`src/hw/rtl/nmea_rmc_pkg.sv`:
```
// ----------------------------------------------------------------------------
// NMEA RMC time parser package
// Character codes, phase encoding, outcome codes and digit helpers.
// ----------------------------------------------------------------------------
package nmea_rmc_pkg;

  localparam int unsigned PrefixLen  = 7;
  localparam int unsigned DateCommas = 7;

  localparam logic [7:0] CHAR_NL     = 8'h0A;
  localparam logic [7:0] CHAR_COMMA  = 8'h2C;
  localparam logic [7:0] CHAR_ZERO   = 8'h30;
  localparam logic [7:0] CHAR_NINE   = 8'h39;
  localparam logic [7:0] CHAR_A      = 8'h41;
  localparam logic [7:0] CHAR_V      = 8'h56;
  localparam logic [7:0] CHAR_B      = 8'h42;
  localparam logic [7:0] CHAR_QMARK  = 8'h3F;

  localparam logic [11:0] YEAR_BASE  = 12'd2000;

  localparam logic [2:0] OUTCOME_A       = 3'd0;
  localparam logic [2:0] OUTCOME_V       = 3'd1;
  localparam logic [2:0] OUTCOME_OTHER   = 3'd2;
  localparam logic [2:0] OUTCOME_BAD     = 3'd3;
  localparam logic [2:0] OUTCOME_NO_DATE = 3'd4;

  typedef enum logic [8:0] {
    PH_PREFIX = 9'b000000001,
    PH_TIME   = 9'b000000010,
    PH_SEEK   = 9'b000000100,
    PH_STATUS = 9'b000001000,
    PH_COMMAS = 9'b000010000,
    PH_DATE   = 9'b000100000,
    PH_DONE   = 9'b001000000,
    PH_BAD    = 9'b010000000,
    PH_SKIP   = 9'b100000000
  } parse_phase_e;

  function automatic logic [7:0] prefix_char(input logic [2:0] idx);
    logic [7:0] c;
    case (idx)
      3'd0:    c = 8'h24;
      3'd1:    c = 8'h47;
      3'd2:    c = 8'h50;
      3'd3:    c = 8'h52;
      3'd4:    c = 8'h4D;
      3'd5:    c = 8'h43;
      3'd6:    c = CHAR_COMMA;
      default: c = 8'h00;
    endcase
    return c;
  endfunction

  function automatic logic is_digit(input logic [7:0] c);
    return (c >= CHAR_ZERO) && (c <= CHAR_NINE);
  endfunction

  // Tens digit replaces the register, units digit adds to it.
  function automatic logic [6:0] put_digit(input logic [6:0] r, input logic [3:0] d,
                                           input logic units);
    logic [6:0] d7;
    d7 = {3'b000, d};
    if (units) begin
      return r + d7;
    end
    return (d7 << 3) + (d7 << 1);
  endfunction

endpackage

```
`src/hw/rtl/nmea_rmc_time_parser.sv`:
```
// ----------------------------------------------------------------------------
// NMEA RMC time parser
// Scans a byte stream for RMC lines and reports time, status and date at the
// newline ending each such line whose time parses and status field is reached.
// ----------------------------------------------------------------------------
// channel   dir  handshake              payload
// rx        in   rx_valid_i/rx_ready_o  rx_byte_i
// res       out  res_valid_o/res_ready_i outcome_o, status_char_o, hour_o,
//                                       minute_o, second_o, day_o, month_o,
//                                       year_o
//
// One byte per cycle while rx_ready_o is high: the parse state updates in the cycle a byte is taken.
// A result appears in the output register the cycle after its newline.
// rx_ready_o stays high while the output register is empty or being drained.
// Reset returns the parser to the start of a line with status '?'.
// ----------------------------------------------------------------------------
module nmea_rmc_time_parser (
  input  logic        clk_i,
  input  logic        rst_ni,
  input  logic        rx_valid_i,
  output logic        rx_ready_o,
  input  logic [7:0]  rx_byte_i,
  output logic        res_valid_o,
  input  logic        res_ready_i,
  output logic [2:0]  outcome_o,
  output logic [7:0]  status_char_o,
  output logic [6:0]  hour_o,
  output logic [6:0]  minute_o,
  output logic [6:0]  second_o,
  output logic [6:0]  day_o,
  output logic [6:0]  month_o,
  output logic [11:0] year_o
);

  nmea_rmc_pkg::parse_phase_e phase_q, phase_d;
  logic [2:0] prefix_idx_q, prefix_idx_d;
  logic [2:0] digit_cnt_q, digit_cnt_d;
  logic [2:0] comma_cnt_q, comma_cnt_d;
  logic [6:0] hour_q, hour_d, minute_q, minute_d, second_q, second_d;
  logic [6:0] day_q, day_d, month_q, month_d, year_q, year_d;
  logic [7:0] status_q, status_d;

  logic        res_valid_q;
  logic [2:0]  res_outcome_q;
  logic [7:0]  res_status_q;
  logic [6:0]  res_hour_q, res_minute_q, res_second_q, res_day_q, res_month_q;
  logic [11:0] res_year_q;

  logic        rx_fire;
  logic        is_nl;
  logic        emit;
  logic        dated;
  logic [2:0]  outcome_d;
  logic [3:0]  digit_val;

  assign rx_ready_o = !res_valid_q || res_ready_i;
  assign rx_fire    = rx_valid_i && rx_ready_o;
  assign is_nl      = (rx_byte_i == nmea_rmc_pkg::CHAR_NL);
  assign digit_val  = rx_byte_i[3:0];

  always_comb begin
    phase_d      = phase_q;
    prefix_idx_d = prefix_idx_q;
    digit_cnt_d  = digit_cnt_q;
    comma_cnt_d  = comma_cnt_q;
    hour_d       = hour_q;
    minute_d     = minute_q;
    second_d     = second_q;
    day_d        = day_q;
    month_d      = month_q;
    year_d       = year_q;
    status_d     = status_q;
    emit         = 1'b0;
    dated        = 1'b0;
    outcome_d    = nmea_rmc_pkg::OUTCOME_NO_DATE;

    if (is_nl) begin
      case (phase_q)
        nmea_rmc_pkg::PH_STATUS: begin
          emit     = 1'b1;
          status_d = nmea_rmc_pkg::CHAR_NL;
        end
        nmea_rmc_pkg::PH_COMMAS: begin
          emit = 1'b1;
        end
        nmea_rmc_pkg::PH_DATE, nmea_rmc_pkg::PH_BAD: begin
          emit      = 1'b1;
          status_d  = nmea_rmc_pkg::CHAR_B;
          outcome_d = nmea_rmc_pkg::OUTCOME_BAD;
        end
        nmea_rmc_pkg::PH_DONE: begin
          emit  = 1'b1;
          dated = 1'b1;
          if (status_q == nmea_rmc_pkg::CHAR_A) begin
            outcome_d = nmea_rmc_pkg::OUTCOME_A;
          end else if (status_q == nmea_rmc_pkg::CHAR_V) begin
            outcome_d = nmea_rmc_pkg::OUTCOME_V;
          end else begin
            outcome_d = nmea_rmc_pkg::OUTCOME_OTHER;
          end
        end
        default: begin
          emit = 1'b0;
        end
      endcase
      phase_d      = nmea_rmc_pkg::PH_PREFIX;
      prefix_idx_d = '0;
      digit_cnt_d  = '0;
      comma_cnt_d  = '0;
    end else begin
      case (phase_q)
        nmea_rmc_pkg::PH_PREFIX: begin
          if (rx_byte_i == nmea_rmc_pkg::prefix_char(prefix_idx_q)) begin
            prefix_idx_d = prefix_idx_q + 3'd1;
            if (prefix_idx_q == 3'(nmea_rmc_pkg::PrefixLen - 1)) begin
              phase_d     = nmea_rmc_pkg::PH_TIME;
              digit_cnt_d = '0;
            end
          end else begin
            phase_d = nmea_rmc_pkg::PH_SKIP;
          end
        end
        nmea_rmc_pkg::PH_TIME: begin
          if (nmea_rmc_pkg::is_digit(rx_byte_i)) begin
            case (digit_cnt_q[2:1])
              2'd0:    hour_d   = nmea_rmc_pkg::put_digit(hour_q, digit_val, digit_cnt_q[0]);
              2'd1:    minute_d = nmea_rmc_pkg::put_digit(minute_q, digit_val, digit_cnt_q[0]);
              default: second_d = nmea_rmc_pkg::put_digit(second_q, digit_val, digit_cnt_q[0]);
            endcase
            digit_cnt_d = digit_cnt_q + 3'd1;
            if (digit_cnt_q == 3'd5) begin
              phase_d = nmea_rmc_pkg::PH_SEEK;
            end
          end else begin
            phase_d = nmea_rmc_pkg::PH_SKIP;
          end
        end
        nmea_rmc_pkg::PH_SEEK: begin
          if (rx_byte_i == nmea_rmc_pkg::CHAR_COMMA) begin
            phase_d = nmea_rmc_pkg::PH_STATUS;
          end
        end
        nmea_rmc_pkg::PH_STATUS: begin
          status_d    = rx_byte_i;
          comma_cnt_d = (rx_byte_i == nmea_rmc_pkg::CHAR_COMMA) ? 3'd1 : 3'd0;
          phase_d     = nmea_rmc_pkg::PH_COMMAS;
        end
        nmea_rmc_pkg::PH_COMMAS: begin
          if (rx_byte_i == nmea_rmc_pkg::CHAR_COMMA) begin
            comma_cnt_d = comma_cnt_q + 3'd1;
            if (comma_cnt_q == 3'(nmea_rmc_pkg::DateCommas - 1)) begin
              phase_d     = nmea_rmc_pkg::PH_DATE;
              digit_cnt_d = '0;
            end
          end
        end
        nmea_rmc_pkg::PH_DATE: begin
          if (nmea_rmc_pkg::is_digit(rx_byte_i)) begin
            case (digit_cnt_q[2:1])
              2'd0:    day_d   = nmea_rmc_pkg::put_digit(day_q, digit_val, digit_cnt_q[0]);
              2'd1:    month_d = nmea_rmc_pkg::put_digit(month_q, digit_val, digit_cnt_q[0]);
              default: year_d  = nmea_rmc_pkg::put_digit(year_q, digit_val, digit_cnt_q[0]);
            endcase
            digit_cnt_d = digit_cnt_q + 3'd1;
            if (digit_cnt_q == 3'd5) begin
              phase_d = nmea_rmc_pkg::PH_DONE;
            end
          end else begin
            phase_d = nmea_rmc_pkg::PH_BAD;
          end
        end
        default: begin
          phase_d = phase_q;
        end
      endcase
    end
  end

  always_ff @(posedge clk_i or negedge rst_ni) begin
    if (!rst_ni) begin
      phase_q      <= nmea_rmc_pkg::PH_PREFIX;
      prefix_idx_q <= '0;
      digit_cnt_q  <= '0;
      comma_cnt_q  <= '0;
      hour_q       <= '0;
      minute_q     <= '0;
      second_q     <= '0;
      day_q        <= '0;
      month_q      <= '0;
      year_q       <= '0;
      status_q     <= nmea_rmc_pkg::CHAR_QMARK;
    end else if (rx_fire) begin
      phase_q      <= phase_d;
      prefix_idx_q <= prefix_idx_d;
      digit_cnt_q  <= digit_cnt_d;
      comma_cnt_q  <= comma_cnt_d;
      hour_q       <= hour_d;
      minute_q     <= minute_d;
      second_q     <= second_d;
      day_q        <= day_d;
      month_q      <= month_d;
      year_q       <= year_d;
      status_q     <= status_d;
    end
  end

  always_ff @(posedge clk_i or negedge rst_ni) begin
    if (!rst_ni) begin
      res_valid_q <= 1'b0;
    end else if (rx_fire && emit) begin
      res_valid_q <= 1'b1;
    end else if (res_ready_i) begin
      res_valid_q <= 1'b0;
    end
  end

  always_ff @(posedge clk_i) begin
    if (rx_fire && emit) begin
      res_outcome_q <= outcome_d;
      res_status_q  <= status_d;
      res_hour_q    <= hour_q;
      res_minute_q  <= minute_q;
      res_second_q  <= second_q;
      res_day_q     <= dated ? day_q : 7'd0;
      res_month_q   <= dated ? month_q : 7'd0;
      res_year_q    <= nmea_rmc_pkg::YEAR_BASE + {5'd0, (dated ? year_q : 7'd0)};
    end
  end

  assign res_valid_o   = res_valid_q;
  assign outcome_o     = res_outcome_q;
  assign status_char_o = res_status_q;
  assign hour_o        = res_hour_q;
  assign minute_o      = res_minute_q;
  assign second_o      = res_second_q;
  assign day_o         = res_day_q;
  assign month_o       = res_month_q;
  assign year_o        = res_year_q;

  assert property (@(posedge clk_i) disable iff (!rst_ni)
    rx_fire && is_nl |=> phase_q == nmea_rmc_pkg::PH_PREFIX && prefix_idx_q == 3'd0)
    else $error("parser not back at line start after newline");

  assert property (@(posedge clk_i) disable iff (!rst_ni)
    $rose(res_valid_q) |-> $past(rx_fire && is_nl))
    else $error("result raised without a newline transaction");

  assert property (@(posedge clk_i) disable iff (!rst_ni)
    res_valid_q && (outcome_o == nmea_rmc_pkg::OUTCOME_BAD ||
                    outcome_o == nmea_rmc_pkg::OUTCOME_NO_DATE)
    |-> day_o == 7'd0 && month_o == 7'd0 && year_o == nmea_rmc_pkg::YEAR_BASE)
    else $error("undated result carries date fields");

  assert property (@(posedge clk_i) disable iff (!rst_ni)
    res_valid_q && outcome_o == nmea_rmc_pkg::OUTCOME_BAD
    |-> status_char_o == nmea_rmc_pkg::CHAR_B)
    else $error("bad date result without forced status");

endmodule
```
`config.mk`:
```
export PLATFORM = sky130hd
export DESIGN_NAME = nmea_rmc_time_parser
export DESIGN_NICKNAME = d
export VERILOG_FILES = /design/src/hw/rtl/nmea_rmc_pkg.sv /design/src/hw/rtl/nmea_rmc_time_parser.sv
export SDC_FILE = /design/constraint.sdc
export NUM_CORES = 1
export LEC_CHECK = 0
export BUFFER_PORTS_ARGS = -buffer_cell sky130_fd_sc_hd__buf_2
export CAP_MARGIN = 10
export CORE_MARGIN = 3
export CORE_UTILIZATION = 64
export DETAILED_ROUTE_END_ITERATION = 6
export HOLD_SLACK_MARGIN = 0.03
export PLACE_DENSITY = 0.86
export SKIP_LAST_GASP = 1
export SLEW_MARGIN = 10
export SYNTH_ARGS = -nofsm -noshare
export SYNTH_HDL_FRONTEND = slang
export SYNTH_SLANG_ARGS = --single-unit
```
`constraint.sdc`:
```
create_clock -name clk_i -period 9.8 [get_ports clk_i]
set_input_delay 1.96 -clock clk_i [delete_from_list [all_inputs] [get_ports clk_i]]
set_output_delay 1.96 -clock clk_i [all_outputs]
set_load 0.005 [all_outputs]
```
==> impl_metrics.py <==
metrics = {
    "critical_path": {
        "crit_fanout": 57,
        "start_kind": "input pin",
        "setup.worst_path.class": "input pin to register",
        "required_ns": 9.95,
        "worstPathArrival_ns": 4.76,
        "critPathCaptureType": "register",
        "reg2reg_slack_ns": 6.68,
    },
    "power_and_ir_drop": {
        "p_int_mw": 1.073,
        "power_frac_seq_pct": 41.1,
        "power_switching_mw": 0.2768,
        "p_per_area_nw_per_um2": 169.2,
        "swShare_pct": 20.50,
        "share_comb_of_total_power_pct": 5.7,
        "power_frac_clock_pct": 53.2,
        "ir_drop_uv": 120.9,
        "leakage_nw": 3.480,
    },
    "logic_synthesis": {
        "synth_mux_area_share_pct": 2.837,
        "synth.cell_area_um2": 6879,
        "synth_xor_area_share_pct": 3.183,
        "ys_seq_elements": 125,
        "yosysMostFrequentCell": "dfrtp_1",
        "ys_async_sr_fraction_pct": 55.20,
        "synth_ff_type": "dfrtp_1",
        "yosysSeqAreaShare_pct": 49.67,
        "syn_inst": 658,
        "yosysUniqueCellTypes": 65,
        "synth_adder_area_share_pct": 8.767,
        "yosysWarningCount": 0,
        "synth_simple_gate_area_share_pct": 17.22,
        "yosysTopAreaCell": "edfxtp_1",
        "synthTopCellsByCount": "62 x dfrtp_1, 58 x nand2_1, 56 x edfxtp_1",
        "syn_avg_cell_area_um2": 10.45,
        "synthTopCellsByArea": "edfxtp_1 24%, dfrtp_1 23%, ha_1 6.7%",
        "synth_top_family_by_area": "simple AND/OR/NAND/NOR gates",
        "synth_edf_count": 56,
        "synth_top_area_share_pct": 24.45,
        "synth_nets": 714,
        "synth-compound-area-share_pct": 14.28,
    },
    "timing": {
        "fin_skew_ns": 0.003644,
        "finalSetupViolations": 0,
        "fin_ws_ns": 5.189,
        "worstMarginPinSlew_ns": 0.9146,
        "slew_headroom_pct": 38.80,
        "period_share_pct": 47.05,
        "finalHoldViolCount": 0,
        "rsz0062_at_grt": "false",
        "maxSlewViolCount": 0,
        "final.setup.tns_ns": 0,
        "finalHoldWorstSlack_ns": 0.4942,
        "fin_crit_ns": 4.611,
        "fmax_mhz": 216.9,
    },
    "route": {
        "viasPerCell": 6.320,
        "wl_per_cell_um": 19.61,
        "first_iter_violations": 495,
        "drcViolationCount": 0,
        "ant_nets": 0,
        "totalWireLength_um": 17120,
        "routed-via-count": 5517,
        "drt_first_pass_iters": 5,
    },
    "floorplanning": {
        "die_h_um": 109.7,
        "dieArea_um2": 12030,
        "start_util_pct": 66.34,
        "core_area_um2": 10370,
        "die_width_um": 109.7,
        "num_io_pins": 72,
        "rows": 37,
    },
    "global_routing": {
        "grt_usage_pct": 30.02,
        "antenna_found_initial": 0,
        "grt_max_degree": 70,
        "grt_pass1_vias": 5381,
        "grt_pass1_wl_um": 27260,
        "overflow": 0,
    },
    "cells_and_area": {
        "diodes": 0,
        "final_net_count": 780,
        "layout-drive-gt1-share_pct": 17.64,
        "syn_to_final_growth_pct": 15.97,
    },
    "flow_run": {
        "cap_violations": 0,
    },
    "clock_network": {
        "clk_latency_ns": 0.52,
        "cts_hold_buf": 0,
        "cts_setup_buffers": 0,
        "htreeDepth": 4,
        "clk_pin_slew_ns": 0.06,
        "numCtsBuffers": 17,
        "cts_tree": "built",
        "clock_sink_count": 125,
        "clockRootBuffer": "clkbuf_8",
        "ctsResizeCount": 0,
        "clk_path_buf_depth": 2,
    },
    "placement": {
        "hpwlAfterDp_um": 11340,
        "gp_congestion": 0.9438,
        "io_buffers": 71,
        "dp_slack_ns": 4.741,
    },
    "min_path": {
        "min_path_type": "register to register",
    },
    "outcome": {
        "status": "complete, no violations",
    },
}
-- kinds of logic (layout without fill, tap and decap cells) --
| kind of cell | Yosys count | in the layout |
|---|---|---|
| fa+ha+maj | 44 | 44 |
| simple gates | 225 | 225 |
| compound gates | 160 | 160 |
| buf+inv | 62 | 141 |
| flops | 125 | 125 |
| xor+xnor | 25 | 25 |
| mux | 17 | 17 |
-- worst max-delay path, stage by stage --
cell,delay [ns]
buf_2,0.29
nor3b_1,0.46
and3_1,0.48
nand2_1,0.19
nand4bb_1,0.48
a21oi_4,0.24
buf_4,0.62
-- stage by stage --
stage / instance area (um^2) / util [%] / cells / total power [mW]
after floorplan: 6879 / - / 658 / 0.6104
after CTS: 7978 / 76.93 / 873 / 1.350
after global placement: 7302 / 70.42 / 841 / 0.6345
after global routing: 7978 / 76.93 / 873 / 1.387
after detailed placement: 7302 / 70.42 / 841 / 0.6383
final: 7978 / 76.93 / 873 / 1.350
-- cells in the final DEF, fill, tap and decap left out, drive strengths merged, types with 6 or more instances in the layout --
cell    count
dfstp       7
nor3       10
dfrtp      62
a21o        8
clkbuf     20
xnor2      22
nor2b      17
or3         6
nand2      60
nor2       49
a22o       14
inv        34
nand2b     10
edfxtp     56
ha         37
and2       19
buf        75
nand3      21
o22ai       9
a21oi      45
bufinv      7
o21ai      51
mux2i      12
and3        6
fa          7
-- layout make-up --
class | instances | area (um^2)
Clock buffer | 20 | 435.4
Clock inverter | 12 | 240.2
Fill cell | 663 | 2392
Inverter | 34 | 127.6
Multi-Input combinational cell | 471 | 3202
Sequential cell | 125 | 3417
Tap cell | 136 | 170.2
Timing Repair Buffer | 75 | 385.4
-- flip-flops by register name, indices dropped and copies added (netlist names), 8 cells and up --
signal         count
status_q           8
year_o            10
status_char_o      8
phase_q            9
-- layer usage --
metal | track usage (%) | wire length (um)
met1 | 36.58 | 6520
met2 | 51.79 | 8882
met3 | 5.520 | 1172
met4 | 13.80 | 544
met5 | 0 | 0
-- worst paths after layout --
path                                      endpoint                    start  cells after the start
setup / recovery               hour_o[5]$_DFFE_PP_             rx_byte_i[3]                      7
hold / removal               minute_o[2]$_DFFE_PP_  minute_q[2]$_DFFE_PN0P_                      0
setup reg to reg               hour_o[5]$_DFFE_PP_   phase_q[7]$_DFFE_PN0P_                      6
hold reg to reg              minute_o[2]$_DFFE_PP_  minute_q[2]$_DFFE_PN0P_                      0
max in group asynchronous  minute_q[1]$_DFFE_PN0P_                   rst_ni                      2
min in group asynchronous   phase_q[3]$_DFFE_PN0P_                   rst_ni                      2
-- power groups by stage --
| stage | Combinational (mW) | Clock (mW) | Sequential, mW |
|---|---|---|---|
| floorplan | 0.0482 | 0 | 0.562 |
| global placement | 0.0701 | 0 | 0.564 |
| detailed placement | 0.0737 | 0 | 0.565 |
| CTS | 0.0753 | 0.720 | 0.555 |
| global route | 0.0842 | 0.747 | 0.555 |
| finish | 0.0763 | 0.718 | 0.555 |
(Power assumes the default switching activity.)
